`config.mk`:
```
export PLATFORM = sky130hd
export DESIGN_NAME = rrt_cell
export DESIGN_NICKNAME = d
export VERILOG_FILES = /design/src/rtl/rrt_pkg.sv /design/src/rtl/rrt_cell.sv
export SDC_FILE = /design/constraint.sdc
export NUM_CORES = 1
export LEC_CHECK = 0
export BUFFER_PORTS_ARGS = -buffer_cell sky130_fd_sc_hd__buf_2
export CAP_MARGIN = 0
export CORE_AREA = 2 2 204 206
export DETAILED_ROUTE_END_ITERATION = 7
export DIE_AREA = 0 0 206 208
export PLACE_DENSITY = 0.65
export SYNTH_ARGS = -nofsm -noshare
export SYNTH_HDL_FRONTEND = slang
export SYNTH_SLANG_ARGS = --single-unit
```
`constraint.sdc`:
```
create_clock -name clock -period 10.1 [get_ports clock]
set_input_delay 1.01 -clock clock [delete_from_list [all_inputs] [get_ports clock]]
set_output_delay 1.01 -clock clock [all_outputs]
set_load 0.005 [all_outputs]
```
`src/rtl/rrt_pkg.sv`:
```
// Shared types and operation codes for the relay route table.
// No dependencies; used by rrt_cell and relay_route_table.
package rrt_pkg;

   localparam int TABLE_DEPTH_DEF = 16;
   localparam int HASH_W = 64;

   localparam logic [1:0] FUNC_LOOKUP = 2'd0;
   localparam logic [1:0] FUNC_UPDATE = 2'd1;
   localparam logic [1:0] FUNC_INVAL  = 2'd2;

   typedef struct packed {
      logic [1:0]        func;
      logic [HASH_W-1:0] dst_hash;
      logic [HASH_W-1:0] owner_hash;
      logic [HASH_W-1:0] hop_in;
   } rrt_req_type;

   typedef struct packed {
      logic [HASH_W-1:0] hop_out;
      logic              hit;
      logic              full_res;
   } rrt_rsp_type;

   // transaction as it walks the cell chain
   typedef struct packed {
      logic              vld;
      rrt_req_type       req;
      logic              done;
      logic              hit;
      logic [HASH_W-1:0] hop;
   } rrt_tx_type;

endpackage

```
`src/rtl/rrt_cell.sv`:
```
// One route slot of the relay route table plus its transaction stage register.
// Depends on rrt_pkg.
module rrt_cell (
   input  logic               clock,
   input  logic               reset,
   input  logic               advance,
   input  rrt_pkg::rrt_tx_type up_tx,
   output rrt_pkg::rrt_tx_type down_tx
);
   import rrt_pkg::*;

   logic              used_ff, used_in;
   logic              valid_ff, valid_in;
   logic [HASH_W-1:0] dst_ff, dst_in;
   logic [HASH_W-1:0] owner_ff, owner_in;
   logic [HASH_W-1:0] hop_ff, hop_in;
   rrt_tx_type        tx_ff, tx_in;
   rrt_tx_type        work;
   logic              dst_match;
   logic              owner_match;

   assign dst_match   = used_ff && (dst_ff == up_tx.req.dst_hash);
   assign owner_match = used_ff && (owner_ff == up_tx.req.owner_hash);

   always_comb begin
      used_in  = used_ff;
      valid_in = valid_ff;
      dst_in   = dst_ff;
      owner_in = owner_ff;
      hop_in   = hop_ff;
      work     = up_tx;
      if (advance && up_tx.vld) begin
         unique case (up_tx.req.func)
            FUNC_LOOKUP: begin
               if (dst_match && valid_ff) begin
                  work.hop = hop_ff;
                  work.hit = 1'b1;
               end
            end
            FUNC_UPDATE: begin
               if (!up_tx.done) begin
                  if (dst_match) begin
                     hop_in    = up_tx.req.hop_in;
                     valid_in  = 1'b1;
                     work.hit  = 1'b1;
                     work.done = 1'b1;
                  end else if (!used_ff) begin
                     // slots fill in order, so the first free slot ends the search
                     used_in   = 1'b1;
                     valid_in  = 1'b1;
                     dst_in    = up_tx.req.dst_hash;
                     owner_in  = up_tx.req.owner_hash;
                     hop_in    = up_tx.req.hop_in;
                     work.done = 1'b1;
                  end
               end
            end
            FUNC_INVAL: begin
               if (owner_match) begin
                  valid_in = 1'b0;
               end
            end
            default: begin
            end
         endcase
      end
      tx_in = advance ? work : tx_ff;
   end

   always_ff @(posedge clock) begin
      if (reset) begin
         used_ff    <= 1'b0;
         valid_ff   <= 1'b0;
         tx_ff.vld  <= 1'b0;
      end else begin
         used_ff    <= used_in;
         valid_ff   <= valid_in;
         tx_ff.vld  <= tx_in.vld;
      end
      dst_ff     <= dst_in;
      owner_ff   <= owner_in;
      hop_ff     <= hop_in;
      tx_ff.req  <= tx_in.req;
      tx_ff.done <= tx_in.done;
      tx_ff.hit  <= tx_in.hit;
      tx_ff.hop  <= tx_in.hop;
   end

   assign down_tx = tx_ff;

endmodule

```
======== Word level (Yosys, flattened, before mapping) ========
Index checks and enable logic that the tools add are counted.
cells by class
  eq/ne operators ......................... 8
  multiplexer cells ....................... 16
  bitwise gates (word level) .............. 3
  reductions and logical operators ........ 10
operators with widths
  cell                  count
  $mux W64              3
  $eq A64 B64 Y1        2
  $mux W66              1
  $mux W65              1
  $reduce_and A5 Y1     2
  $mux W1               8
  $reduce_and A4 Y1     2
  $logic_and A1 B1 Y1   4
  $ne A2 B2 Y1 const B  2
  $pmux W1 S2           2
  $ne A3 B3 Y1 const B  1
  $not A1 Y1            3
  $eq A2 B1 Y1 const B  1
  $eq A2 B2 Y1 const B  1
  $logic_not A2 Y1      1
  $mux W2               1
  $ne A2 B1 Y1 const B  1
  $reduce_bool A2 Y1    1
storage, ports and cells
  flip-flop bits (word level) ............. 455
  input bits .............................. 264
  output and inout bits ................... 261
  word-level logic and storage cells ...... 50

======== Depth between registers and ports, before layout ========
  word-level depth ........................ 6
  mapped depth ............................ 8
  gate-level depth less buffers ........... 6

======== Least setup slack after synthesis ========
Ideal clock, no wire load.
  path type ............................... input to register
  start ................................... input port advance
  end ..................................... register dst_ff[0], enable pin
  arrival ................................. 6.688 ns
  required time ........................... 9.483 ns
  setup slack ............................. 2.795 ns
  cell stages on the path ................. 4
  path buffers ............................ 0
  cells stage by stage .................... nand2_1 > nor2_4 > nand3b_1 > nor2_1
on the way
  cells in the longest elaborated chain, start to end .. 2
ends and longest elaborated chain
  element                             RTL line        source
  start, declared                     rrt_cell.sv:6   input logic advance,
  $logic_and A1 B1 Y1                 rrt_cell.sv:32  if (advance && up_tx.vld) begin
  $reduce_and A5 Y1 (no source line)  --
  end signal, assigned                rrt_cell.sv:80  dst_ff <= dst_in;
  end, declared                       rrt_cell.sv:14  logic [HASH_W-1:0] dst_ff, dst_in;
Every way passes these cells.
A chain may end at the register's enable or synchronous reset.

======== Worst setup path in the final report ========
  start ................................... input port advance
  end ..................................... register dst_ff[17], enable pin
The elaborated chain is that of the path after synthesis.

==> flow_summary.rst <==
.. list-table::
   :header-rows: 1

   * - Metric
     - Value
   * - Number of buffers added for setup after CTS
     - 0
   * - Main synth FF type
     - sky130_fd_sc_hd__edfxtp_1
   * - Met2 Wirelength
     - 18.9 mm
   * - Clock Latency Late Sink
     - around 560 ps
   * - Pre-CTS WS
     - about 5900 ps
   * - GRT Overall Usage
     - between 10% and 20%
   * - Beginning of the worst hold path
     - valid_ff
   * - Number of endpoints failing setup at the final stage
     - 0
   * - Die width
     - ~200 um
   * - Data arrival, critical path
     - approximately 3800 ps
   * - Final routed wire length divided by cell count
     - between 20 and 25 um
   * - Critical path endpoint category
     - flip-flop
   * - Max-slew headroom at the worst pin
     - around 35%
   * - First-pass iteration count of the detailed router
     - 4
   * - Number of stages on the worst hold path
     - 1
   * - Synth warn
     - 0
   * - Final period demand of the worst path
     - around 3600 ps
   * - Height of the die
     - 208 um
   * - End of the worst register-to-register path
     - down_tx[11]
   * - RSZ-0062 raised after global routing
     - no
   * - Routed vias
     - a little under 9000
   * - Area of all placed cells without fillers
     - 21000 sq um
   * - Worst hold slack
     - about 500 ps
   * - Cell-by-cell listing of the critical path
     - buf_8, nand2_1, nor2_4, nand3b_1, nor2_4, buf_4
   * - Delay contributed by the slowest stage of the critical path
     - ~790 ps
   * - Antenna viol nets, final
     - 0
   * - Flops & latches, synth
     - 455
   * - Main area contributors after synthesis
     - sky130_fd_sc_hd__edfxtp_1 (84%), sky130_fd_sc_hd__mux2_4 (5.5%), sky130_fd_sc_hd__xnor2_1 (5.1%), sky130_fd_sc_hd__xor2_1 (1.8%), sky130_fd_sc_hd__nand4_1 (1.0%)
   * - Max H-tree Level
     - 2
   * - Standard cell core area
     - just over 40000 sq um
   * - Most common cell type on the critical path
     - sky130_fd_sc_hd__nor2_4
   * - Count of fill cells added during filler insertion
     - about 3300
   * - Routed wire length on met3
     - between 3 and 4 mm
   * - Vias per Instance
     - ~4.7
   * - Flop2flop setup slack
     - ~6800 ps
   * - Peak fanout along the critical path
     - 72
   * - Proportion of synthesized flip-flops having asynchronous set or reset
     - 0%
   * - Remaining global-route overflow
     - 0
   * - Clk pin slew, worst setup/hold paths
     - around 60 ps
   * - Count of endpoints failing hold in the final timing report
     - 0
   * - Critical path class
     - input port to flip-flop
   * - Top cells by count, synth
     - sky130_fd_sc_hd__edfxtp_1 (452), sky130_fd_sc_hd__xnor2_1 (94), sky130_fd_sc_hd__mux2_4 (60)
   * - Post-synthesis cell count
     - around 720
   * - Depth of the critical timing path with buffers and inverters included
     - 6
   * - Cell type with the largest total area after synthesis
     - sky130_fd_sc_hd__edfxtp_1
   * - Number of antenna violations at the first check in global routing
     - 13
   * - Net total in the final layout
     - ~1600
   * - Post-detailed-route DRC marker count
     - 0
   * - Post-synthesis area per instance
     - about 23 sq um
   * - I/O pins
     - roughly 530
   * - Setup total negative slack
     - 0 ps
   * - Buffer type at the clock tree root
     - sky130_fd_sc_hd__clkbuf_16
   * - Final count of pins violating max slew
     - 0
   * - Path type of the worst min-delay path
     - flip-flop to flip-flop
   * - Inserted Clock Buffers
     - between 40 and 50
   * - Placement-stage cell area
     - slightly below 20000 sq um
   * - Endpoint with the worst hold slack
     - valid_ff
   * - Number of violations reported at the end of detailed-routing iteration 0
     - between 400 and 500
   * - Kind of cell adding the most delay to the critical path
     - simple AND/OR/NAND/NOR gates
   * - Reg-to-Reg Start
     - dst_ff[59]
   * - Unique masters post-synth
     - 26
   * - Power Density
     - around 200 nW/um^2
   * - Syn nets
     - 981
   * - Number of enable-type register cells in the synthesized netlist
     - around 450
   * - Netlist area before placement
     - between 15000 and 20000 sq um
   * - Number of global-route vias before repair
     - 9033
   * - Pin slew with the least headroom to its limit
     - slightly below 1000 ps
   * - Run status
     - completed
   * - Peak clock frequency supported by timing
     - roughly 280 MHz
   * - Total of hold buffers inserted after clock tree synthesis
     - 0
   * - TritonCTS clock tree
     - built
   * - Depth of the worst register-to-register path
     - 7
   * - Worst-case clock skew
     - ~17 ps
   * - Number of instances resized during post-cts repair
     - 0
   * - Cell type of the slowest stage on the worst timing path
     - sky130_fd_sc_hd__buf_4
   * - Wire length of the first global-routing pass
     - 55.1 mm
   * - Synthesis-to-layout area growth
     - 29.4%
   * - Share of layout cells above drive strength 1
     - 49.9%
   * - Number of I/O port buffers
     - ~520
   * - Metal1 wirelength
     - 14.9 mm
   * - Pin count of the biggest net entering global routing
     - slightly below 80
   * - Worst path buffer plus inverter count
     - 2
   * - Max clock buf depth
     - 3
   * - Data required time of the critical path
     - 10280 ps
   * - Fraction of the cycle the final worst path needs
     - 35.5%
   * - Total wire length
     - roughly 38 mm
   * - IR Drop Worst-Case VDD
     - around 0.13 mV
   * - DPL Wire Length
     - between 20 and 30 mm
   * - Most common cell in the netlist
     - sky130_fd_sc_hd__edfxtp_1
   * - Effective utilization at floorplan
     - between 40% and 50%
   * - Total clock sinks
     - 455
   * - Sequential area share after synthesis
     - 83.9%
   * - Die outline area
     - about 43000 sq um
   * - Post-layout worst setup margin
     - approximately 6500 ps
   * - GP Congestion
     - 0.862
   * - # rows
     - 74
   * - Top Layer Used
     - met5
   * - Static leakage power
     - 0.00816 uW
   * - Area share of the largest cell type after synthesis
     - a little over four fifths
   * - Crit start category
     - input port
   * - Max-cap violation count
     - 0
-- worst reg2reg max path: stages (launching register included) --
cell	delay (ps)
sky130_fd_sc_hd__edfxtp_1	390
sky130_fd_sc_hd__xnor2_1	160
sky130_fd_sc_hd__nand4_1	150
sky130_fd_sc_hd__nor4_2	460
sky130_fd_sc_hd__nand4_1	410
sky130_fd_sc_hd__nand3b_4	500
sky130_fd_sc_hd__buf_4	520
sky130_fd_sc_hd__mux2_4	500
-- per-layer routing --
layer,global-route usage [%],up-vias
li1,-,3968
met3,5.48,74
met5,0,-
met2,29.3,385
met1,21.4,4228
met4,4.80,8
-- cells by family (layout without fill, tap and decap cells) --
kind of cell	count (synthesis)	count (layout)	share of synthesized area (%)
simple gates	54	54	2.14
compound gates	8	8	0.331
xor+xnor	128	128	6.90
flops	455	455	83.9
mux	64	64	5.82
buf+inv	8	617	0.855
other cells	0	3	0
-- flip-flops by register name (all words and copies together), names as in the netlist --
signal    count
valid_ff      1
hop_ff       64
owner_ff     64
down_tx     261
used_ff       1
dst_ff       64
-- cell type report --
cell class | instances | area (sq um) | share of cell area (%)
multi-input cells | 254 | 2490 | 11.8
repair buffers | 531 | 2690 | 12.8
inverters | 1 | 3.75 | 0.0179
flip-flops and latches | 455 | 13600 | 64.9
diodes | 3 | 7.51 | 0.0357
clock inverters | 32 | 337 | 1.60
clock buffers | 53 | 1200 | 5.70
well taps | 532 | 666 | 3.17
-- where the power goes --
| group | internal (uW) | total [uW] | switching (uW) |
|---|---|---|---|
| clock | 1030 | 1720 | 693 |
| combinational | 126 | 259 | 133 |
| sequential | 2180 | 2210 | 26.3 |
-- stage by stage --
| stage | std cells | power [uW] | util (%) |
|---|---|---|---|
| final | 1861 | 4190 | 51.8 |
| after global routing | 1859 | 4340 | 51.8 |
| after CTS | 1858 | 4240 | 51.8 |
| after detailed placement | 1773 | 2510 | 48.0 |
| after global placement | 1773 | 2510 | 48.0 |
| after floorplan | 717 | 2310 | - |
-- cell usage in the layout, fill, tap and decap left out, types with 4 or more instances in the layout --
master	n
sky130_fd_sc_hd__nand4_1	26
sky130_fd_sc_hd__nand2_1	4
sky130_fd_sc_hd__bufinv_16	7
sky130_fd_sc_hd__nor4_1	14
sky130_fd_sc_hd__buf_2	523
sky130_fd_sc_hd__mux2_4	60
sky130_fd_sc_hd__edfxtp_1	452
sky130_fd_sc_hd__buf_4	7
sky130_fd_sc_hd__xor2_1	34
sky130_fd_sc_hd__clkinv_1	14
sky130_fd_sc_hd__clkbuf_1	6
sky130_fd_sc_hd__clkinv_2	5
sky130_fd_sc_hd__clkbuf_16	47
sky130_fd_sc_hd__xnor2_1	94
sky130_fd_sc_hd__mux2_1	4
-- worst max path at each step --
stage          slack [ps]           end       start
6_report             6520    dst_ff[17]     advance
5_1_grt              6280    dst_ff[17]     advance
4_1_cts              6480  owner_ff[22]     advance
3_5_place_dp         5850    dst_ff[17]     advance
3_3_place_gp         5960   down_tx[50]  up_tx[231]
2_1_floorplan        2800     dst_ff[0]     advance
Note: power is estimated with default switching activity, not from simulation.
